===== config.mk =====
export PLATFORM = sky130hd
export DESIGN_NAME = lcd_mode_timing_sequencer_flat
export DESIGN_NICKNAME = d
export VERILOG_FILES = /design/src/lcd_mts_pkg.sv /design/src/lcd_mts_ifs.sv /design/src/lcd_mode_timing_sequencer.sv /design/src/flat_wrapper.sv
export VERILOG_INCLUDE_DIRS = /design/src /design/src/src
export SDC_FILE = /design/constraint.sdc
export NUM_CORES = 1
export LEC_CHECK = 0
export ABC_AREA = 1
export CAP_MARGIN = 30
export CORE_MARGIN = 2
export CORE_UTILIZATION = 40
export DETAILED_ROUTE_END_ITERATION = 16
export DONT_BUFFER_PORTS = 1
export GPL_ROUTABILITY_DRIVEN = 0
export PLACE_DENSITY = 0.61
export SYNTH_ARGS = -nofsm -noshare
export SYNTH_HDL_FRONTEND = slang
export SYNTH_SLANG_ARGS = --single-unit

===== constraint.sdc =====
create_clock -name clk -period 4.6 [get_ports clk]
set_input_delay 0.69 -clock clk [delete_from_list [all_inputs] [get_ports clk]]
set_output_delay 0.69 -clock clk [all_outputs]
set_load 0.1 [all_outputs]

===== src/lcd_mode_timing_sequencer_assert.svh =====
// Assertion macros for the LCD mode timing sequencer.
`ifndef LCD_MODE_TIMING_SEQUENCER_ASSERT_SVH
`define LCD_MODE_TIMING_SEQUENCER_ASSERT_SVH
`ifndef SYNTHESIS
`define LMTS_ASSERT_IMP(label, clk, rst_n, ante, cons) \
	label: assert property (@(posedge clk) disable iff (!rst_n) (ante) |-> (cons)) \
		else $error("implication check failed");
`define LMTS_ASSERT_NEXT(label, clk, rst_n, ante, cons) \
	label: assert property (@(posedge clk) disable iff (!rst_n) (ante) |=> (cons)) \
		else $error("next-cycle check failed");
`else
`define LMTS_ASSERT_IMP(label, clk, rst_n, ante, cons)
`define LMTS_ASSERT_NEXT(label, clk, rst_n, ante, cons)
`endif
`endif


===== src/lcd_mts_pkg.sv =====
// Types and constants shared by the LCD mode timing sequencer files.
package lcd_mts_pkg;

	localparam int ACC_W   = 10;
	localparam int LINE_W  = 8;
	localparam int CYC_W   = 7;
	localparam int EN_W    = 4;
	localparam int CFG_D_W = 8;

	typedef enum logic [1:0] {
		MODE_HBLANK = 2'd0,
		MODE_VBLANK = 2'd1,
		MODE_OAM    = 2'd2,
		MODE_DRAW   = 2'd3
	} lcd_mode_t;

	typedef enum logic [0:0] {
		REG_STAT_EN  = 1'b0,
		REG_LINE_CMP = 1'b1
	} cfg_reg_t;

	localparam logic [ACC_W-1:0] OAM_CYCLES    = 10'd80;
	localparam logic [ACC_W-1:0] DRAW_CYCLES   = 10'd172;
	localparam logic [ACC_W-1:0] LINE_CYCLES   = 10'd456;
	localparam logic [ACC_W-1:0] HBLANK_CYCLES = LINE_CYCLES - OAM_CYCLES - DRAW_CYCLES;

	localparam logic [LINE_W-1:0] FIRST_VBLANK_LINE = 8'd144;
	localparam logic [LINE_W-1:0] LINE_WRAP         = 8'd153;

	localparam int EN_HBLANK = 0;
	localparam int EN_VBLANK = 1;
	localparam int EN_OAM    = 2;
	localparam int EN_LYC    = 3;

endpackage


===== src/lcd_mts_ifs.sv =====
// Channel interfaces for the LCD mode timing sequencer.
interface lcd_mts_cycles_if;
	logic                                valid;
	logic                                ready;
	logic [lcd_mts_pkg::CYC_W-1:0]       elapsed_cycles;
	modport source (output valid, output elapsed_cycles, input ready);
	modport sink (input valid, input elapsed_cycles, output ready);
endinterface

interface lcd_mts_result_if;
	logic                                valid;
	logic                                ready;
	logic [lcd_mts_pkg::LINE_W-1:0]      current_line;
	logic [1:0]                          lcd_mode;
	logic                                coincidence;
	logic                                vblank_irq;
	logic                                stat_irq;
	logic                                render_request;
	modport source (output valid, output current_line, output lcd_mode, output coincidence,
		output vblank_irq, output stat_irq, output render_request, input ready);
	modport sink (input valid, input current_line, input lcd_mode, input coincidence,
		input vblank_irq, input stat_irq, input render_request, output ready);
endinterface

interface lcd_mts_cfg_if;
	logic                                valid;
	logic                                ready;
	logic [0:0]                          index;
	logic [lcd_mts_pkg::CFG_D_W-1:0]     data;
	modport source (output valid, output index, output data, input ready);
	modport sink (input valid, input index, input data, output ready);
endinterface


===== src/lcd_mode_timing_sequencer.sv =====
// Top level of the LCD mode timing sequencer: mode, line and interrupt timing.
// An accepted beat is registered in the input stage, then in the result stage, before its result appears.
// Throughput: one beat per cycle while the result is not stalled; the mode update is one add, compare and subtract.
// A stalled result holds both stages; the input is taken whenever the result stage can move.
// Reset is asynchronous: OAM scan, line 0, empty accumulator, both stage valid flags and config registers clear.
`include "lcd_mode_timing_sequencer_assert.svh"

module lcd_mode_timing_sequencer (
	input  logic              clk,
	input  logic              arst_n,
	lcd_mts_cycles_if.sink    cycles,
	lcd_mts_result_if.source  result,
	lcd_mts_cfg_if.sink       cfg
);

	logic [lcd_mts_pkg::EN_W-1:0]   stat_en_q;
	logic [lcd_mts_pkg::LINE_W-1:0] line_cmp_q;

	lcd_mts_pkg::lcd_mode_t         mode_q, mode_d;
	logic [lcd_mts_pkg::LINE_W-1:0] line_q, line_d, line_inc;
	logic [lcd_mts_pkg::ACC_W-1:0]  acc_q, acc_d, acc;
	logic                           coin_q, coin_d;
	logic                           line_step, fire;

	logic                           s1_valid_q;
	logic [lcd_mts_pkg::CYC_W-1:0]  elapsed_s1;

	logic                           out_valid_q;
	logic [lcd_mts_pkg::LINE_W-1:0] line_s2;
	lcd_mts_pkg::lcd_mode_t         mode_s2;
	logic                           coin_s2, vblank_s2, stat_s2, render_s2;
	logic                           vblank_irq, stat_irq, render;
	logic                           advance;

	assign advance      = !out_valid_q || result.ready;
	assign cycles.ready = advance;
	assign cfg.ready    = 1'b1;

	assign acc      = acc_q + {{(lcd_mts_pkg::ACC_W - lcd_mts_pkg::CYC_W){1'b0}}, elapsed_s1};
	assign line_inc = line_q + 8'd1;

	// Next state of the mode sequencer.
	always_comb begin
		mode_d    = mode_q;
		line_d    = line_q;
		acc_d     = acc;
		line_step = 1'b0;
		fire      = 1'b0;
		case (mode_q)
			lcd_mts_pkg::MODE_OAM: begin
				if (acc >= lcd_mts_pkg::OAM_CYCLES) begin
					fire   = 1'b1;
					acc_d  = acc - lcd_mts_pkg::OAM_CYCLES;
					mode_d = lcd_mts_pkg::MODE_DRAW;
				end
			end
			lcd_mts_pkg::MODE_DRAW: begin
				if (acc >= lcd_mts_pkg::DRAW_CYCLES) begin
					fire   = 1'b1;
					acc_d  = acc - lcd_mts_pkg::DRAW_CYCLES;
					mode_d = lcd_mts_pkg::MODE_HBLANK;
				end
			end
			lcd_mts_pkg::MODE_HBLANK: begin
				if (acc >= lcd_mts_pkg::HBLANK_CYCLES) begin
					fire      = 1'b1;
					acc_d     = acc - lcd_mts_pkg::HBLANK_CYCLES;
					line_d    = line_inc;
					line_step = 1'b1;
					mode_d    = (line_inc == lcd_mts_pkg::FIRST_VBLANK_LINE) ?
						lcd_mts_pkg::MODE_VBLANK : lcd_mts_pkg::MODE_OAM;
				end
			end
			lcd_mts_pkg::MODE_VBLANK: begin
				if (acc >= lcd_mts_pkg::LINE_CYCLES) begin
					fire      = 1'b1;
					acc_d     = acc - lcd_mts_pkg::LINE_CYCLES;
					line_step = 1'b1;
					if (line_inc >= lcd_mts_pkg::LINE_WRAP) begin
						line_d = '0;
						mode_d = lcd_mts_pkg::MODE_OAM;
					end else begin
						line_d = line_inc;
					end
				end
			end
			default: begin
				mode_d = mode_q;
			end
		endcase
		coin_d = line_step ? (line_d == line_cmp_q) : coin_q;
	end

	// Interrupt and render pulses.
	always_comb begin
		render     = fire && (mode_q == lcd_mts_pkg::MODE_DRAW) &&
			(line_q < lcd_mts_pkg::FIRST_VBLANK_LINE);
		vblank_irq = fire && (mode_q == lcd_mts_pkg::MODE_HBLANK) &&
			(line_inc == lcd_mts_pkg::FIRST_VBLANK_LINE);
		stat_irq   = (fire && (mode_q == lcd_mts_pkg::MODE_DRAW) &&
				stat_en_q[lcd_mts_pkg::EN_HBLANK]) ||
			(line_step && (line_d == line_cmp_q) && stat_en_q[lcd_mts_pkg::EN_LYC]) ||
			(vblank_irq && stat_en_q[lcd_mts_pkg::EN_VBLANK]) ||
			(fire && (mode_q == lcd_mts_pkg::MODE_HBLANK) && !vblank_irq &&
				stat_en_q[lcd_mts_pkg::EN_OAM]);
	end

	always_ff @(posedge clk or negedge arst_n) begin
		if (!arst_n) begin
			stat_en_q  <= '0;
			line_cmp_q <= '0;
		end else if (cfg.valid) begin
			case (lcd_mts_pkg::cfg_reg_t'(cfg.index))
				lcd_mts_pkg::REG_STAT_EN:  stat_en_q  <= cfg.data[lcd_mts_pkg::EN_W-1:0];
				lcd_mts_pkg::REG_LINE_CMP: line_cmp_q <= cfg.data;
				default: begin
					stat_en_q <= stat_en_q;
				end
			endcase
		end
	end

	always_ff @(posedge clk or negedge arst_n) begin
		if (!arst_n) begin
			s1_valid_q  <= 1'b0;
			out_valid_q <= 1'b0;
			mode_q      <= lcd_mts_pkg::MODE_OAM;
			line_q      <= '0;
			acc_q       <= '0;
			coin_q      <= 1'b0;
		end else if (advance) begin
			s1_valid_q  <= cycles.valid;
			out_valid_q <= s1_valid_q;
			if (s1_valid_q) begin
				mode_q <= mode_d;
				line_q <= line_d;
				acc_q  <= acc_d;
				coin_q <= coin_d;
			end
		end
	end

	always_ff @(posedge clk) begin
		if (advance && cycles.valid) begin
			elapsed_s1 <= cycles.elapsed_cycles;
		end
		if (advance && s1_valid_q) begin
			line_s2   <= line_d;
			mode_s2   <= mode_d;
			coin_s2   <= coin_d;
			vblank_s2 <= vblank_irq;
			stat_s2   <= stat_irq;
			render_s2 <= render;
		end
	end

	assign result.valid          = out_valid_q;
	assign result.current_line   = line_s2;
	assign result.lcd_mode       = mode_s2;
	assign result.coincidence    = coin_s2;
	assign result.vblank_irq     = vblank_s2;
	assign result.stat_irq       = stat_s2;
	assign result.render_request = render_s2;

	`LMTS_ASSERT_IMP(a_line_range, clk, arst_n, 1'b1, line_q < lcd_mts_pkg::LINE_WRAP)
	`LMTS_ASSERT_IMP(a_render_hblank, clk, arst_n, out_valid_q && render_s2, mode_s2 == lcd_mts_pkg::MODE_HBLANK)
	`LMTS_ASSERT_IMP(a_vblank_line, clk, arst_n, out_valid_q && vblank_s2, line_s2 == lcd_mts_pkg::FIRST_VBLANK_LINE)
	`LMTS_ASSERT_IMP(a_vblank_mode, clk, arst_n, out_valid_q && vblank_s2, mode_s2 == lcd_mts_pkg::MODE_VBLANK)
	`LMTS_ASSERT_NEXT(a_stage_hold, clk, arst_n, s1_valid_q && !advance, s1_valid_q && $stable(elapsed_s1))

endmodule

===== src/flat_wrapper.sv =====
// flat-port wrapper written by rule: the top's interface ports become plain ports
module lcd_mode_timing_sequencer_flat 
  (clk, arst_n, cycles_valid, cycles_elapsed_cycles, cycles_ready, result_valid, result_current_line, result_lcd_mode, result_coincidence, result_vblank_irq, result_stat_irq, result_render_request, result_ready, cfg_valid, cfg_index, cfg_data, cfg_ready);
  lcd_mts_cycles_if cycles_i ();
  lcd_mts_result_if result_i ();
  lcd_mts_cfg_if cfg_i ();
  input  logic clk;
  input  logic arst_n;
  input wire logic [$bits(cycles_i.valid)-1:0] cycles_valid;
  input wire logic [$bits(cycles_i.elapsed_cycles)-1:0] cycles_elapsed_cycles;
  output wire logic [$bits(cycles_i.ready)-1:0] cycles_ready;
  output wire logic [$bits(result_i.valid)-1:0] result_valid;
  output wire logic [$bits(result_i.current_line)-1:0] result_current_line;
  output wire logic [$bits(result_i.lcd_mode)-1:0] result_lcd_mode;
  output wire logic [$bits(result_i.coincidence)-1:0] result_coincidence;
  output wire logic [$bits(result_i.vblank_irq)-1:0] result_vblank_irq;
  output wire logic [$bits(result_i.stat_irq)-1:0] result_stat_irq;
  output wire logic [$bits(result_i.render_request)-1:0] result_render_request;
  input wire logic [$bits(result_i.ready)-1:0] result_ready;
  input wire logic [$bits(cfg_i.valid)-1:0] cfg_valid;
  input wire logic [$bits(cfg_i.index)-1:0] cfg_index;
  input wire logic [$bits(cfg_i.data)-1:0] cfg_data;
  output wire logic [$bits(cfg_i.ready)-1:0] cfg_ready;
  assign cycles_i.valid = cycles_valid;
  assign cycles_i.elapsed_cycles = cycles_elapsed_cycles;
  assign cycles_ready = cycles_i.ready;
  assign result_valid = result_i.valid;
  assign result_current_line = result_i.current_line;
  assign result_lcd_mode = result_i.lcd_mode;
  assign result_coincidence = result_i.coincidence;
  assign result_vblank_irq = result_i.vblank_irq;
  assign result_stat_irq = result_i.stat_irq;
  assign result_render_request = result_i.render_request;
  assign result_i.ready = result_ready;
  assign cfg_i.valid = cfg_valid;
  assign cfg_i.index = cfg_index;
  assign cfg_i.data = cfg_data;
  assign cfg_ready = cfg_i.ready;
  lcd_mode_timing_sequencer u_core (.clk(clk), .arst_n(arst_n), .cycles(cycles_i), .result(result_i), .cfg(cfg_i));
endmodule

Word-level counts from Yosys, hierarchy flattened
Cells that the tools add are included.
{ "word_totals": {"register_bits": 56, "latchBits": 0, "ramBits": 0, "romBits": 0, "inputBits": 21, "output_inout_bits": 17, "wordCells": 78, "mem_count": 0} }
{ "op_classes": {"addsub": 6, "n_mul": 0, "n_div": 0, "order_cmp": 6, "n_eq_ne": 5, "shifts": 0, "n_mux": 23, "n_bitwise": 1, "n_reduce_logical": 22} }
{ "op_table": {"columns": ["op", "n"], "rows": [
  ["two-way mux 10 bit", 4],
  ["one-hot mux 10 bit (4 select lines)", 1],
  ["two-way mux 8 bit", 3],
  ["greater-or-equal comparator 10 x 8 -> 1 bit (second input constant)", 2],
  ["subtractor 10 x 8 -> 10 bit (second input constant)", 2],
  ["one-hot mux 8 bit (2 select lines)", 1],
  ["logical AND 1 bit", 12],
  ["two-way mux 2 bit", 6],
  ["adder 10 x 7 -> 10 bit", 1],
  ["greater-or-equal comparator 10 x 7 -> 1 bit (second input constant)", 1],
  ["greater-or-equal comparator 10 x 9 -> 1 bit (second input constant)", 1],
  ["subtractor 10 x 7 -> 10 bit (second input constant)", 1],
  ["subtractor 10 x 9 -> 10 bit (second input constant)", 1],
  ["adder 8 x 1 -> 8 bit (second input constant)", 1],
  ["equality test 8 bit", 1],
  ["equality test 8 bit (second input constant)", 1],
  ["greater-or-equal comparator 8 bit (second input constant)", 1],
  ["< comparator 8 bit (second input constant)", 1],
  ["one-hot mux 2 bit (4 select lines)", 1],
  ["AND reduction 2 bit", 3],
  ["two-way mux 1 bit", 5],
  ["equality test 2 bit (second input constant)", 2],
  ["logical OR 1 bit", 4],
  ["one-hot mux 1 bit (4 select lines)", 1],
  ["5 further kinds", 6]
]} }

Longest topological paths before layout
{ "depth": {"depth_word": 11, "ltp_mapped": 29, "mapped_depth_nobuf": 29} }

Worst setup path after synthesis
OpenSTA, ideal clock, no wires.
{ "synth_path": {"kind": "register -> register", "startpoint": "register u_core.acc_q[0] (netlist name)", "endpoint": "register u_core.stat_s2, in the netlist u_core.result.stat_irq (data pin)", "setup_ps": 260, "t_arrival_ps": 3038, "t_required_ps": 4340, "path_slack_ps": 1302, "path_stages_with_launch": 23, "path_buffers": 1, "synth_period_minus_slack_ps": 3298, "path_cell_list": "dfrtp_1 -> ha_1 -> inv_1 -> fa_1 -> inv_1 -> nand3_1 -> nand2_2 -> xor2_1 -> inv_1 -> ha_1 -> a21oi_1 -> inv_1 -> nand3_4 -> nand2_4 -> buf_6 -> o211ai_2 -> nand3_2 -> nand2_1 -> nand2_1 -> nand2_1 -> nor2_1 -> nand3_1 -> nand2_1"} }
{ "synth_via": {"elab_chain_cells": 10, "word_cells_on_any_way": 28, "classes_between": "add/sub (1); order compare (4); eq/ne (1); mux (9); reduce/logical (13)"} }
{ "synth_rtl": {"columns": ["element", "line_no", "source"], "rows": [
  ["start: declaration", "lcd_mode_timing_sequencer.sv:21", "logic [lcd_mts_pkg::ACC_W-1:0] acc_q, acc_d, acc;"],
  ["start signal: assignment", "lcd_mode_timing_sequencer.sv:129", "acc_q <= '0;"],
  ["start signal: assignment", "lcd_mode_timing_sequencer.sv:137", "acc_q <= acc_d;"],
  ["adder 10 x 7 -> 10 bit (*)", "lcd_mode_timing_sequencer.sv:39", "assign acc = acc_q + {{(lcd_mts_pkg::ACC_W - lcd_mts_pkg::CYC_W){1'b0}}, elapsed_s1};"],
  ["greater-or-equal comparator 10 x 9 -> 1 bit (tied with other cells)", "lcd_mode_timing_sequencer.sv:75", "if (acc >= lcd_mts_pkg::LINE_CYCLES) begin"],
  ["two-way mux 8 bit (tied with other cells)", "lcd_mode_timing_sequencer.sv:75", null],
  ["one-hot mux 8 bit (2 select lines) or one-hot mux 1 bit (4 select lines) (tied branches)", "lcd_mode_timing_sequencer.sv:49", "case (mode_q)"],
  ["equality test 8 bit or logical AND 1 bit (tied branches)", "lcd_mode_timing_sequencer.sv:102, lcd_mode_timing_sequencer.sv:98, lcd_mode_timing_sequencer.sv:104", null],
  ["logical AND 1 bit (on tied branches)", "lcd_mode_timing_sequencer.sv:102, lcd_mode_timing_sequencer.sv:98", null],
  ["logical AND 1 bit or logical NOT 1 bit (tied branches)", "lcd_mode_timing_sequencer.sv:102, lcd_mode_timing_sequencer.sv:104", null],
  ["logical OR 1 bit or logical AND 1 bit (tied branches)", "lcd_mode_timing_sequencer.sv:101, lcd_mode_timing_sequencer.sv:104", null],
  ["logical OR 1 bit or logical AND 1 bit (tied branches)", "lcd_mode_timing_sequencer.sv:102, lcd_mode_timing_sequencer.sv:104", null],
  ["logical OR 1 bit (*)", "lcd_mode_timing_sequencer.sv:103", "(vblank_irq && stat_en_q[lcd_mts_pkg::EN_VBLANK]) ||"],
  ["named net u_core.stat_irq", "lcd_mode_timing_sequencer.sv:32", "logic vblank_irq, stat_irq, render;"],
  ["end signal: assignment", "lcd_mode_timing_sequencer.sv:152", "stat_s2 <= stat_irq;"],
  ["end: declaration", "lcd_mode_timing_sequencer.sv:31", "logic coin_s2, vblank_s2, stat_s2, render_s2;"]
]} }
Mark *: on every way through the listed nets, which the timed path passes. The rest lies on a longest branch.
A chain may end at the register's enable or synchronous reset.

Worst setup path in the final report
{ "layout_path": {"startpoint": "register u_core.acc_q[0] (netlist name)", "endpoint": "register u_core.coin_s2, in the netlist u_core.result.coincidence (data pin)"} }
{ "layout_via": {"elab_chain_cells": 6, "word_cells_on_any_way": 11, "classes_between": "add/sub (1); order compare (2); eq/ne (1); mux (7)"} }
{ "layout_rtl": {"columns": ["element", "line_no", "source"], "rows": [
  ["adder 10 x 7 -> 10 bit (*)", "lcd_mode_timing_sequencer.sv:39", null],
  ["greater-or-equal comparator 10 x 9 -> 1 bit or greater-or-equal comparator 10 x 8 -> 1 bit (tied branches)", "lcd_mode_timing_sequencer.sv:75, lcd_mode_timing_sequencer.sv:65", null],
  ["two-way mux 8 bit (on tied branches)", "lcd_mode_timing_sequencer.sv:75, lcd_mode_timing_sequencer.sv:65", null],
  ["one-hot mux 8 bit (2 select lines)", "lcd_mode_timing_sequencer.sv:49", null],
  ["equality test 8 bit", "lcd_mode_timing_sequencer.sv:91", "coin_d = line_step ? (line_d == line_cmp_q) : coin_q;"],
  ["two-way mux 1 bit (*)", "lcd_mode_timing_sequencer.sv:91", null],
  ["named net u_core.coin_d", "lcd_mode_timing_sequencer.sv:22", "logic coin_q, coin_d;"],
  ["end signal: assignment", "lcd_mode_timing_sequencer.sv:150", "coin_s2 <= coin_d;"],
  ["end: declaration", "lcd_mode_timing_sequencer.sv:31", null]
]} }
Marks and branches as above.

==> impl_metrics.env <==
export IMPL_drive_gt1_share_pct=12.1
export IMPL_rsz0062_at_grt="false"
export IMPL_grt_pass1_wl_microns=17100
export IMPL_skew_ps=12.0
export IMPL_wl_per_cell_microns=14.9
export IMPL_drtIter0Drc=267
export IMPL_totalWireLength_microns=10500
export IMPL_yosysTopAreaCell="dfrtp_1"
export IMPL_startpoint_type="flop"
export IMPL_nFillCells=1079
export IMPL_die_h_microns=107
export IMPL_arrival_ps=4030
export IMPL_start_util_pct=41.1
export IMPL_synth_distinct_cells=54
export IMPL_cts_clk_slew_worst_paths_ps=110
export IMPL_maxSlewViolCount=0
export IMPL_cts_htree_levels=2
export IMPL_drc=0
export IMPL_endpoint_kind="flop"
export IMPL_fp_row_count=37
export IMPL_clockBufferDepth=2
export IMPL_min_path_type="input port to async pin"
export IMPL_required_ps=4690
export IMPL_antenna_found_initial=0
export IMPL_setup_viol=0
export IMPL_ys_ff_latch=56
export IMPL_tightestPinTransition_ps=925
export IMPL_syn2layout_area_growth_pct=5.22
export IMPL_yosysMostFrequentCell="nand2_1"
export IMPL_diodes=0
export IMPL_fin_nets=608
export IMPL_dieArea_sq_um=11400
export IMPL_cts_sinks=56
export IMPL_synth_edff_count=21
export IMPL_drv_cap=0
export IMPL_timing_rr_start="u_core.acc_q[0]$_DFFE_PN0P_"
export IMPL_tns_ps=0
export IMPL_portBuffers=0
export IMPL_syn_area_sq_um=4220
export IMPL_synth_area_leaders="dfrtp_1 20%, edfxtp_1 15%, nand2_1 13%"
export IMPL_min_period_ps=3940
export IMPL_period_share_pct=85.7
export IMPL_ys_flop_type="dfrtp_1"
export IMPL_worstSkewPairLatency_ps=330
export IMPL_root_buffer="clkbuf_8"
export IMPL_vias_per_cell=5.19
export IMPL_boundaryPins=38
export IMPL_cts_buffers=5
export IMPL_synthesis_nets=609
export IMPL_synthCells=568
export IMPL_post_cts_buffers=0
export IMPL_dp_final_hpwl_microns=7850
export IMPL_worst_setup_path_type="flop to flop"
export IMPL_synth_common_cells="147 x nand2_1, 80 x inv_1, 47 x nand3_1, 46 x o21ai_0, 43 x nor2_1"
export IMPL_postSynthAreaPerCell_sq_um=7.43
export IMPL_hold_viol_final=0
export IMPL_fmax_ghz=0.254
export IMPL_crit_start="u_core.acc_q[0]$_DFFE_PN0P_"
export IMPL_status="complete, no violations"
export IMPL_via_count=3655
export IMPL_synth_largest_type_area_fraction_pct=20.2
export IMPL_ant_nets=0
export IMPL_tritoncts="yes"
export IMPL_ys_seq_area_share_pct=35.7
export IMPL_drtPass1Iterations=5
export IMPL_grt_overflow=0
export IMPL_grtUsageTotal_pct=19.0
export IMPL_ctsResizeCount=0
export IMPL_yosysWarnings=0
export IMPL_grt_max_degree=42
export IMPL_grt_pass1_vias=3418
export IMPL_async_flop_share_pct=62.5
export IMPL_critPathMaxFanout=13
export IMPL_core_sq_um=10300
export IMPL_max_slew_margin_rel_pct=38.1
export IMPL_ctsHoldBuffers=0
export IMPL_die_x_microns=107
## layout make-up
class	count	area, sq um	share of cell area [%]
Sequential cell	56	1510	34.0
Multi-Input combinational cell	410	2310	52.0
Clock inverter	3	21.3	0.479
Timing Repair Buffer	3	22.5	0.507
Clock buffer	5	68.8	1.55
Inverter	91	343	7.72
Tap cell	136	170	3.83
## stage by stage
stage	setup WS [ps]	hold slack, ps	util, %	cells	area (sq um)
after global routing	366	20.4	43.2	704	4440
after detailed placement	739	396	42.3	696	4350
final	656	39.6	43.2	704	4440
after CTS	711	28.9	43.2	704	4440
after global placement	908	396	42.3	696	4350
after floorplan	1300	394	-	568	4220
## flip-flops by register name, indices dropped and copies added (netlist names)
| signal | cells |
|---|---|
| u_core.result.render_request | 1 |
| u_core.mode_q | 2 |
| u_core.line_cmp_q | 8 |
| u_core.acc_q | 10 |
| u_core.result.current_line | 8 |
| u_core.line_q | 8 |
| u_core.result.valid | 1 |
| u_core.result.lcd_mode | 2 |
| u_core.result.coincidence | 1 |
| u_core.result.stat_irq | 1 |
| u_core.s1_valid_q | 1 |
| u_core.result.vblank_irq | 1 |
| u_core.elapsed_s1 | 7 |
| u_core.stat_en_q | 4 |
| u_core.coin_q | 1 |
## routing by layer
layer  vias up  GRT usage (%)  wire, microns
met5         -              0              0
met4         0           5.75            158
met3        15           3.16            654
met2       117           28.3           4520
met1      1684           28.2           5130
li1       1839              -              -
## critical path, cell delays in order, from the launching register on
cell,delay [ps]
dfrtp_1,360
ha_1,170
inv_1,50
fa_1,400
inv_1,90
nand3_1,80
nand2_2,100
xor2_1,420
inv_1,260
ha_1,320
inv_1,70
a21oi_1,50
inv_1,120
nand3_4,130
nand2_4,190
nand2_4,150
inv_2,110
nand2_1,50
nand2_1,70
inv_2,40
nand2_1,80
nand2_1,60
nand2_1,70
inv_2,30
nand2_1,70
nor2_2,50
nand2_1,70
nand2_2,50
## cells in the final DEF (no fill, tap or decap), types with 3 or more instances in the layout
cell	instances
mux2_2	3
nand2_1	147
nand3_1	47
nand3_2	5
nor2_2	3
a21oi_1	12
ha_1	19
clkbuf_8	5
nor2_1	42
inv_1	80
o21ai_0	46
nand2_2	13
edfxtp_1	21
a31oi_1	5
nand2_4	10
nor3_1	3
nor2_4	3
dfrtp_1	34
buf_4	3
inv_2	9
xor2_1	9
nand4_1	9
nand3b_1	5
## cell families (layout without fill, tap and decap cells)
logic type	count (synthesis)	in the layout	share of synthesized area (%)
other	1	1	0.0889
AOI/OAI and AO/OA	83	83	11.7
muxes	3	3	0.800
buffers and inverters	102	102	9.78
and+or+nand+nor	293	293	33.7
DFF	56	56	35.7
xor gates and xnor gates	10	10	2.08
adders and majority gates	20	20	6.11
## worst paths after layout
check | to | slack [ps] | cells past startpoint
setup / recovery | u_core.result.coincidence$_DFFE_PP_ | 660 | 27
hold / removal | u_core.line_q[1]$_DFFE_PN0P_ | 40 | 0
setup reg to reg | u_core.result.coincidence$_DFFE_PP_ | 660 | 27
hold reg to reg | u_core.coin_q$_DFFE_PN0P_ | 500 | 2
max in group asynchronous | u_core.mode_q[1]$_DFFE_PN1P_ | 4380 | 0
min in group clk | u_core.elapsed_s1[1]$_DFFE_PP_ | 460 | 0
Power is not shown: default switching activity piles up to over one toggle a cycle in this logic, so the estimate is an artifact.
